$ cat src/design/spq_pkg.sv
// shared types and codes for the stable sorted priority queue
`default_nettype none

package spq_pkg;

    localparam int PRIO_W  = 8;
    localparam int TAG_W   = 64;
    localparam int STAT_W  = 2;
    localparam int CNTO_W  = 5;
    localparam int S_DATA_W = 80;
    localparam int M_DATA_W = 80;

    localparam logic OP_INSERT = 1'b0;
    localparam logic OP_POP    = 1'b1;

    localparam logic [STAT_W-1:0] ST_OK        = 2'd0;
    localparam logic [STAT_W-1:0] ST_UNDERFLOW = 2'd1;
    localparam logic [STAT_W-1:0] ST_FULL      = 2'd2;

    // per-cycle command broadcast to every cell of the chain
    typedef struct packed {
        logic              ld;     // apply the command this cycle
        logic              pop;    // 1 shift toward the head, 0 ordered insert
        logic [PRIO_W-1:0] prio;   // priority of the entry being inserted
    } t_cell_ctl;

endpackage

`default_nettype wire

$ cat src/design/stable_sorted_priority_queue.sv
// top level of the stable sorted priority queue
`default_nettype none

// Bounded priority queue of DEPTH entries (tag plus 8-bit priority) kept in
// ascending priority order in a chain of cells, head at cell 0; equal
// priorities leave first in, first out. Every cell compares its own priority
// with the incoming one in parallel and either holds, takes the new entry, or
// takes its neighbor's entry, so an insert or a pop completes at the clock
// edge at which the transaction is accepted; the result lands in an output
// register at that same edge and is offered on the master side in the next
// cycle. A new transaction is taken whenever the output register is empty
// or being drained, so the sustained rate is one operation per cycle while
// the master side does not stall; the critical path is one 8-bit compare per
// cell plus the neighbor select. Each operation returns exactly one result:
// status (ok, underflow on pop of an empty queue, insert dropped when full),
// the popped entry when a pop removed one (zeros otherwise) and the entry
// count after the operation (low 5 bits). Only the low TAG_BITS bits of a tag
// are stored. Reset clears only the count and output valid, not the entries.
module stable_sorted_priority_queue
    import spq_pkg::*;
#(
    parameter int DEPTH    = 16,
    parameter int TAG_BITS = 64
) (
    input  wire logic                i_clk,
    input  wire logic                i_rst_n,
    // slave side
    input  wire logic                s_axis_tvalid,
    output logic                     s_axis_tready,
    // [0] op, [64:1] tag, [72:65] priority_req, [79:73] zero
    input  wire logic [S_DATA_W-1:0] s_axis_tdata,
    // master side
    output logic                     m_axis_tvalid,
    input  wire logic                m_axis_tready,
    // [1:0] status, [2] popped_valid, [66:3] popped_tag,
    // [74:67] popped_priority, [79:75] entry_count
    output logic [M_DATA_W-1:0]      m_axis_tdata
);

    localparam int CNT_W = $clog2(DEPTH + 1);

    // unpacked input transaction
    logic                w_op;
    logic [TAG_BITS-1:0] w_tag;
    logic [PRIO_W-1:0]   w_prio;
    logic                w_accept;

    assign w_op     = s_axis_tdata[0];
    assign w_tag    = s_axis_tdata[TAG_BITS:1];
    assign w_prio   = s_axis_tdata[1+TAG_W +: PRIO_W];
    assign w_accept = s_axis_tvalid && s_axis_tready;

    // occupancy and output register
    logic [CNT_W-1:0]  r_count;
    logic [CNT_W-1:0]  n_count;
    logic              r_out_valid;
    logic [STAT_W-1:0] r_status;
    logic [STAT_W-1:0] n_status;
    logic              r_pvalid;
    logic              n_pvalid;
    logic [TAG_W-1:0]  r_ptag;
    logic [PRIO_W-1:0] r_pprio;

    logic w_full;
    logic w_empty;
    t_cell_ctl w_ctl;

    assign w_full  = (r_count == CNT_W'(DEPTH));
    assign w_empty = (r_count == '0);

    // output register frees up when empty or drained this cycle
    assign s_axis_tready = !r_out_valid || m_axis_tready;

    always_comb begin
        n_count  = r_count;
        n_status = ST_OK;
        n_pvalid = 1'b0;
        w_ctl.ld   = 1'b0;
        w_ctl.pop  = (w_op == OP_POP);
        w_ctl.prio = w_prio;
        if (w_op == OP_INSERT) begin
            if (w_full) begin
                n_status = ST_FULL;
            end else begin
                w_ctl.ld = w_accept;
                n_count  = r_count + 1'b1;
            end
        end else begin
            if (w_empty) begin
                n_status = ST_UNDERFLOW;
            end else begin
                w_ctl.ld = w_accept;
                n_pvalid = 1'b1;
                n_count  = r_count - 1'b1;
            end
        end
    end

    // the chain of cells, head at index 0
    logic [TAG_BITS-1:0] w_ctag [DEPTH];
    logic [PRIO_W-1:0]   w_cprio [DEPTH];
    logic                w_ckeep [DEPTH];

    for (genvar g = 0; g < DEPTH; g++) begin : g_cell
        logic                w_pkeep;
        logic [TAG_BITS-1:0] w_ptag;
        logic [PRIO_W-1:0]   w_pprio;
        logic [TAG_BITS-1:0] w_ntag;
        logic [PRIO_W-1:0]   w_nprio;

        if (g == 0) begin : g_head
            // nothing ahead of the head: a new entry lands here unless kept
            assign w_pkeep = 1'b1;
            assign w_ptag  = w_tag;
            assign w_pprio = w_prio;
        end else begin : g_mid
            assign w_pkeep = w_ckeep[g-1];
            assign w_ptag  = w_ctag[g-1];
            assign w_pprio = w_cprio[g-1];
        end

        if (g == DEPTH - 1) begin : g_tail
            // tail slot becomes unoccupied on pop, its contents do not matter
            assign w_ntag  = w_ctag[g];
            assign w_nprio = w_cprio[g];
        end else begin : g_body
            assign w_ntag  = w_ctag[g+1];
            assign w_nprio = w_cprio[g+1];
        end

        spq_cell #(
            .IDX      (g),
            .TAG_BITS (TAG_BITS),
            .CNT_W    (CNT_W)
        ) u_cell (
            .i_clk       (i_clk),
            .i_ctl       (w_ctl),
            .i_count     (r_count),
            .i_new_tag   (w_tag),
            .i_prev_keep (w_pkeep),
            .i_prev_tag  (w_ptag),
            .i_prev_prio (w_pprio),
            .i_next_tag  (w_ntag),
            .i_next_prio (w_nprio),
            .o_keep      (w_ckeep[g]),
            .o_tag       (w_ctag[g]),
            .o_prio      (w_cprio[g])
        );
    end

    // control state
    always_ff @(posedge i_clk) begin
        if (!i_rst_n) begin
            r_count     <= '0;
            r_out_valid <= 1'b0;
        end else begin
            if (w_accept) begin
                r_count     <= n_count;
                r_out_valid <= 1'b1;
            end else if (m_axis_tready) begin
                r_out_valid <= 1'b0;
            end
        end
    end

    // result payload, captured with the transaction
    always_ff @(posedge i_clk) begin
        if (w_accept) begin
            r_status <= n_status;
            r_pvalid <= n_pvalid;
            r_ptag   <= n_pvalid ? TAG_W'(w_ctag[0]) : '0;
            r_pprio  <= n_pvalid ? w_cprio[0] : '0;
        end
    end

    logic [CNT_W-1:0] w_count_ext;
    assign w_count_ext = r_count;

    assign m_axis_tvalid = r_out_valid;
    assign m_axis_tdata  = {CNTO_W'(w_count_ext), r_pprio, r_ptag, r_pvalid, r_status};

endmodule

`default_nettype wire

$ cat src/design/spq_cell.sv
// one slot of the sorted chain: holds an entry and trades with its neighbors
`default_nettype none

module spq_cell
    import spq_pkg::*;
#(
    parameter int IDX      = 0,
    parameter int TAG_BITS = 64,
    parameter int CNT_W    = 5
) (
    input  wire logic                i_clk,
    input  wire t_cell_ctl           i_ctl,
    input  wire logic [CNT_W-1:0]    i_count,
    input  wire logic [TAG_BITS-1:0] i_new_tag,
    input  wire logic                i_prev_keep,
    input  wire logic [TAG_BITS-1:0] i_prev_tag,
    input  wire logic [PRIO_W-1:0]   i_prev_prio,
    input  wire logic [TAG_BITS-1:0] i_next_tag,
    input  wire logic [PRIO_W-1:0]   i_next_prio,
    output logic                     o_keep,
    output logic [TAG_BITS-1:0]      o_tag,
    output logic [PRIO_W-1:0]        o_prio
);

    logic [TAG_BITS-1:0] r_tag;
    logic [PRIO_W-1:0]   r_prio;
    logic [TAG_BITS-1:0] n_tag;
    logic [PRIO_W-1:0]   n_prio;
    logic                w_occupied;

    assign w_occupied = CNT_W'(IDX) < i_count;
    // entry stays ahead of the new one when its priority is not larger
    assign o_keep     = w_occupied && (r_prio <= i_ctl.prio);

    always_comb begin
        n_tag  = r_tag;
        n_prio = r_prio;
        if (i_ctl.pop) begin
            n_tag  = i_next_tag;
            n_prio = i_next_prio;
        end else if (!o_keep) begin
            if (i_prev_keep) begin
                n_tag  = i_new_tag;
                n_prio = i_ctl.prio;
            end else begin
                n_tag  = i_prev_tag;
                n_prio = i_prev_prio;
            end
        end
    end

    always_ff @(posedge i_clk) begin
        if (i_ctl.ld) begin
            r_tag  <= n_tag;
            r_prio <= n_prio;
        end
    end

    assign o_tag  = r_tag;
    assign o_prio = r_prio;

endmodule

`default_nettype wire

$ cat config.mk
export PLATFORM = sky130hd
export DESIGN_NAME = stable_sorted_priority_queue
export DESIGN_NICKNAME = d
export VERILOG_FILES = /design/src/design/spq_pkg.sv /design/src/design/stable_sorted_priority_queue.sv /design/src/design/spq_cell.sv
export SDC_FILE = /design/constraint.sdc
export NUM_CORES = 2
export LEC_CHECK = 0
export BUFFER_PORTS_ARGS = -buffer_cell sky130_fd_sc_hd__buf_2
export CORE_MARGIN = 10
export CORE_UTILIZATION = 46
export CTS_CLUSTER_SIZE = 40
export DETAILED_ROUTE_END_ITERATION = 8
export PLACE_DENSITY_LB_ADDON = 0.08
export SETUP_SLACK_MARGIN = 0.3
export SLEW_MARGIN = 20
export SYNTH_ARGS = -nofsm -noshare
export SYNTH_HDL_FRONTEND = slang
export SYNTH_HIERARCHICAL = 1
export SYNTH_SLANG_ARGS = --single-unit
$ cat constraint.sdc
create_clock -name i_clk -period 15.3 [get_ports i_clk]
set_input_delay 3.06 -clock i_clk [delete_from_list [all_inputs] [get_ports i_clk]]
set_output_delay 3.06 -clock i_clk [all_outputs]
set_load 0.03 [all_outputs]
==> flow_summary_export.csv <==
group,metric,value,unit
floorplan,floorplan.core_area,142000,sq um
clock_network,cts_repair_resize_count,0,
power,p_clk_share,28.9,%
routing,avgRoutedWirePerCell,22.4,microns
power,ir_worst_vdd,0.159,mV
sta,final_sum_of_negative_setup_slack,0,ns
layout,design.final.nets,5919,
power,leakage,24.8,nW
worst_setup_path,slowest_delay,0.88,ns
floorplan,die_height,398,microns
routing,remaining_drc_errors,0,
sta,fin_worst_skew,0.0327,ns
hold_path,min_path_cells,2,
hold_path,hold_path_startpoint,"g_cell[1].u_cell/o_tag[27]$_DFFE_PP_",
global_route,first_pass_grt_wire_length,264,mm
worst_setup_path,crit_slowest_cell,"sky130_fd_sc_hd__buf_4",
clock_network,total_cts_buffers,143,
sta,timing.fmax,139,MHz
sta,final.period_utilization,47.0,%
worst_setup_path,setup.worst_path.class,"input pin to flip-flop",
power,internal_power,7.65,mW
placed_design,gp_congestion,0.762,
hold_path,holdPathEnd,"g_cell[0].u_cell/o_tag[27]$_DFFE_PP_",
worst_setup_path,crit_path_max_fanout,266,
clock_network,cts.clk_slew.worst_paths,0.06,ns
floorplan,floorplan.initialDensity,46.3,%
routing,dr.first_iter.drc_count,4049,
layout,multi_input_area,26200,sq um
power,share_seq_of_total_power,45.4,%
clock_network,post_cts.repair.setup_buffers,0,
power,design_power_total,11.3,mW
power,power_per_cell_area,157,nW/um^2
sta,finalSetupViolCount,0,
routing,ant_nets,0,
floorplan,design.die.area,158000,sq um
worst_setup_path,reg2reg_setup_slack,11.42,ns
synth,average_instance_area_after_synthesis,11.5,sq um
sta,grt_setup_unrepaired,"false",
routing,dr.pass1.iters,8,
layout,synthToLayoutAreaGrowth,9.51,%
routing,routed_wl,173,mm
floorplan,boundary_pin_count,166,
synth,ys.warnings.count,6,
worst_setup_path,timing.reg2reg.worst_path_depth,8,
synth,syn-instance-count,5705,
placed_design,post-dp-hpwl,98.0,mm
clock_network,root_buffer,"sky130_fd_sc_hd__clkbuf_16",
clock_network,hold_buffers,0,
sta,holdWs,0.539,ns
layout,final_layout_size_suffix_gt1_share,9.42,%
synth,syn-num-nets,5921,
clock_network,worst_skew_pair.late_latency,0.78,ns
power,comb_power_share,25.7,%
global_route,grt_antenna_before_repair,16,
clock_network,tritoncts_num_sinks,1233,
sta,final_max_slew_viol_count,0,
placed_design,dp_worst_setup_slack,7.51,ns
sta,period_minus_slack,7.18,ns
synth,syn_area,65700,sq um
clock_network,htree_levels,4,
power,p_sw_share,32.2,%
global_route,track_usage,21.3,%
layout,fillerInstances,12600,
routing,route.detailed.vias_per_inst,5.69,
worst_setup_path,crit_required,15.77,ns
worst_setup_path,worstPathCellList,"buf_12 -> buf_4 -> buf_4 -> buf_12 -> buf_16 -> buf_12 -> o21ai_0",
routing,routed-via-count,43800,
global_route,grt_remaining_overflow,0,
layout,final_core_util,50.7,%
power,p_sw,3.64,mW
sta,max_slew_headroom,26.7,%
floorplan,chipWidth,398,microns
sta,post-route-worst-setup-slack,8.12,ns
layout,layout.area.seq,37000,sq um
sta,worst_pin_slew,1.10,ns
worst_setup_path,critical_path.most_common_cell,"sky130_fd_sc_hd__buf_12",
global_route,grt_max_degree,328,
placed_design,port_buffers,158,
outcome,status,"finished clean",
run,drv_cap,0,
worst_setup_path,r2r-start,"r_count[3]$_SDFFE_PN0P_",
hold_path,holdCritPathClass,"flip-flop to flip-flop",
global_route,first_global_vias,42000,
worst_setup_path,critical_path_arrival,7.65,ns
floorplan,placementRows,138,
worst_setup_path,timing.rr.end,"g_cell[13].u_cell/o_tag[29]$_DFFE_PP_",
sta,final_hold_viol_count,0,
worst_setup_path,critPathCaptureType,"flip-flop",
clock_network,max-clock-path-buffers,3,
worst_setup_path,startpoint_type_of_the_worst_setup_path,"input pin",
clock_network,tritoncts_clock_tree,"built",
final cells by class:
class / instances / area share (%)
antenna: 1 / 0.00348
clock buffer: 188 / 5.43
clock inverter: 62 / 0.598
inverter: 133 / 0.698
multi-input combinational: 3944 / 36.4
sequential: 1233 / 51.4
tap: 1890 / 3.29
timing repair buffer: 248 / 2.17
critical path, delay by kind of cell:
kind | cells | cell delay [ns]
AOI/OAI and AO/OA | 1 | 0.27
buffers and inverters | 6 | 3.78
sequential cells by signal, indices dropped and copies added (netlist names):
| register | count |
|---|---|
| g_cell.u_cell/o_tag | 1024 |
| r_status | 2 |
| r_pprio | 8 |
| r_count | 5 |
| m_axis_tvalid | 1 |
| r_ptag | 64 |
| g_cell.u_cell/o_prio | 128 |
| r_pvalid | 1 |
worst max path at each step:
| stage | start | endpoint | cells past startpoint |
|---|---|---|---|
| floorplan | m_axis_tready | g_cell[13].u_cell/o_prio[0]$_DFFE_PP_ | 6 |
| global placement | s_axis_tdata[0] | g_cell[13].u_cell/o_tag[28]$_DFFE_PP_ | 6 |
| detailed placement | s_axis_tdata[0] | g_cell[8].u_cell/o_tag[30]$_DFFE_PP_ | 6 |
| CTS | s_axis_tdata[0] | g_cell[1].u_cell/o_tag[28]$_DFFE_PP_ | 6 |
| global route | s_axis_tdata[0] | g_cell[2].u_cell/o_tag[25]$_DFFE_PP_ | 7 |
| finish | s_axis_tdata[0] | g_cell[10].u_cell/o_tag[25]$_DFFE_PP_ | 7 |
stage by stage:
stage | cell area [sq um] | std cells
4_1_cts | 71900 | 7697
3_5_place_dp | 67600 | 7447
6_report | 71900 | 7699
3_3_place_gp | 67600 | 7447
2_1_floorplan | 65700 | 5705
5_1_grt | 71900 | 7698
cell usage in the layout (no fill, tap or decap), types with 4 or more instances in the layout:
cell type,instances
sky130_fd_sc_hd__o221a_4,6
sky130_fd_sc_hd__o41a_1,5
sky130_fd_sc_hd__ha_1,131
sky130_fd_sc_hd__o211ai_1,10
sky130_fd_sc_hd__mux2i_1,1155
sky130_fd_sc_hd__buf_12,6
sky130_fd_sc_hd__a21oi_2,8
sky130_fd_sc_hd__nand4_1,31
sky130_fd_sc_hd__a21o_1,4
sky130_fd_sc_hd__nor3_1,6
sky130_fd_sc_hd__nor2_1,5
sky130_fd_sc_hd__and2_1,24
sky130_fd_sc_hd__bufinv_16,5
sky130_fd_sc_hd__clkbuf_1,35
sky130_fd_sc_hd__o21ai_1,119
sky130_fd_sc_hd__nand2_1,1170
sky130_fd_sc_hd__and2_4,45
sky130_fd_sc_hd__edfxtp_1,1227
sky130_fd_sc_hd__o21ai_0,1052
sky130_fd_sc_hd__clkbuf_8,5
sky130_fd_sc_hd__o211ai_2,6
sky130_fd_sc_hd__a21oi_4,4
sky130_fd_sc_hd__buf_4,84
sky130_fd_sc_hd__inv_1,132
sky130_fd_sc_hd__nor2b_4,6
sky130_fd_sc_hd__clkinv_1,39
sky130_fd_sc_hd__clkinv_2,12
sky130_fd_sc_hd__a21oi_1,63
sky130_fd_sc_hd__clkbuf_16,148
sky130_fd_sc_hd__o31ai_4,15
sky130_fd_sc_hd__or3_1,20
sky130_fd_sc_hd__nor2b_1,11
sky130_fd_sc_hd__dfxtp_1,6
sky130_fd_sc_hd__buf_2,157
routing by layer:
layer | GRT usage [%] | share of wire [%]
met1 | 32.5 | 50
met2 | 31.7 | 43
met3 | 3.44 | 5.8
met4 | 4.72 | 1.7
met5 | 0 | 0.070
power groups by stage:
stage	clock, mW	combinational [mW]	sequential [mW]
floorplan	0	1.99	5.16
detailed placement	0	2.92	5.17
global placement	0	2.89	5.17
CTS	3.35	2.92	5.12
finish	3.26	2.90	5.12
global route	3.48	3.18	5.21
Power figures use the tool's default switching activity.
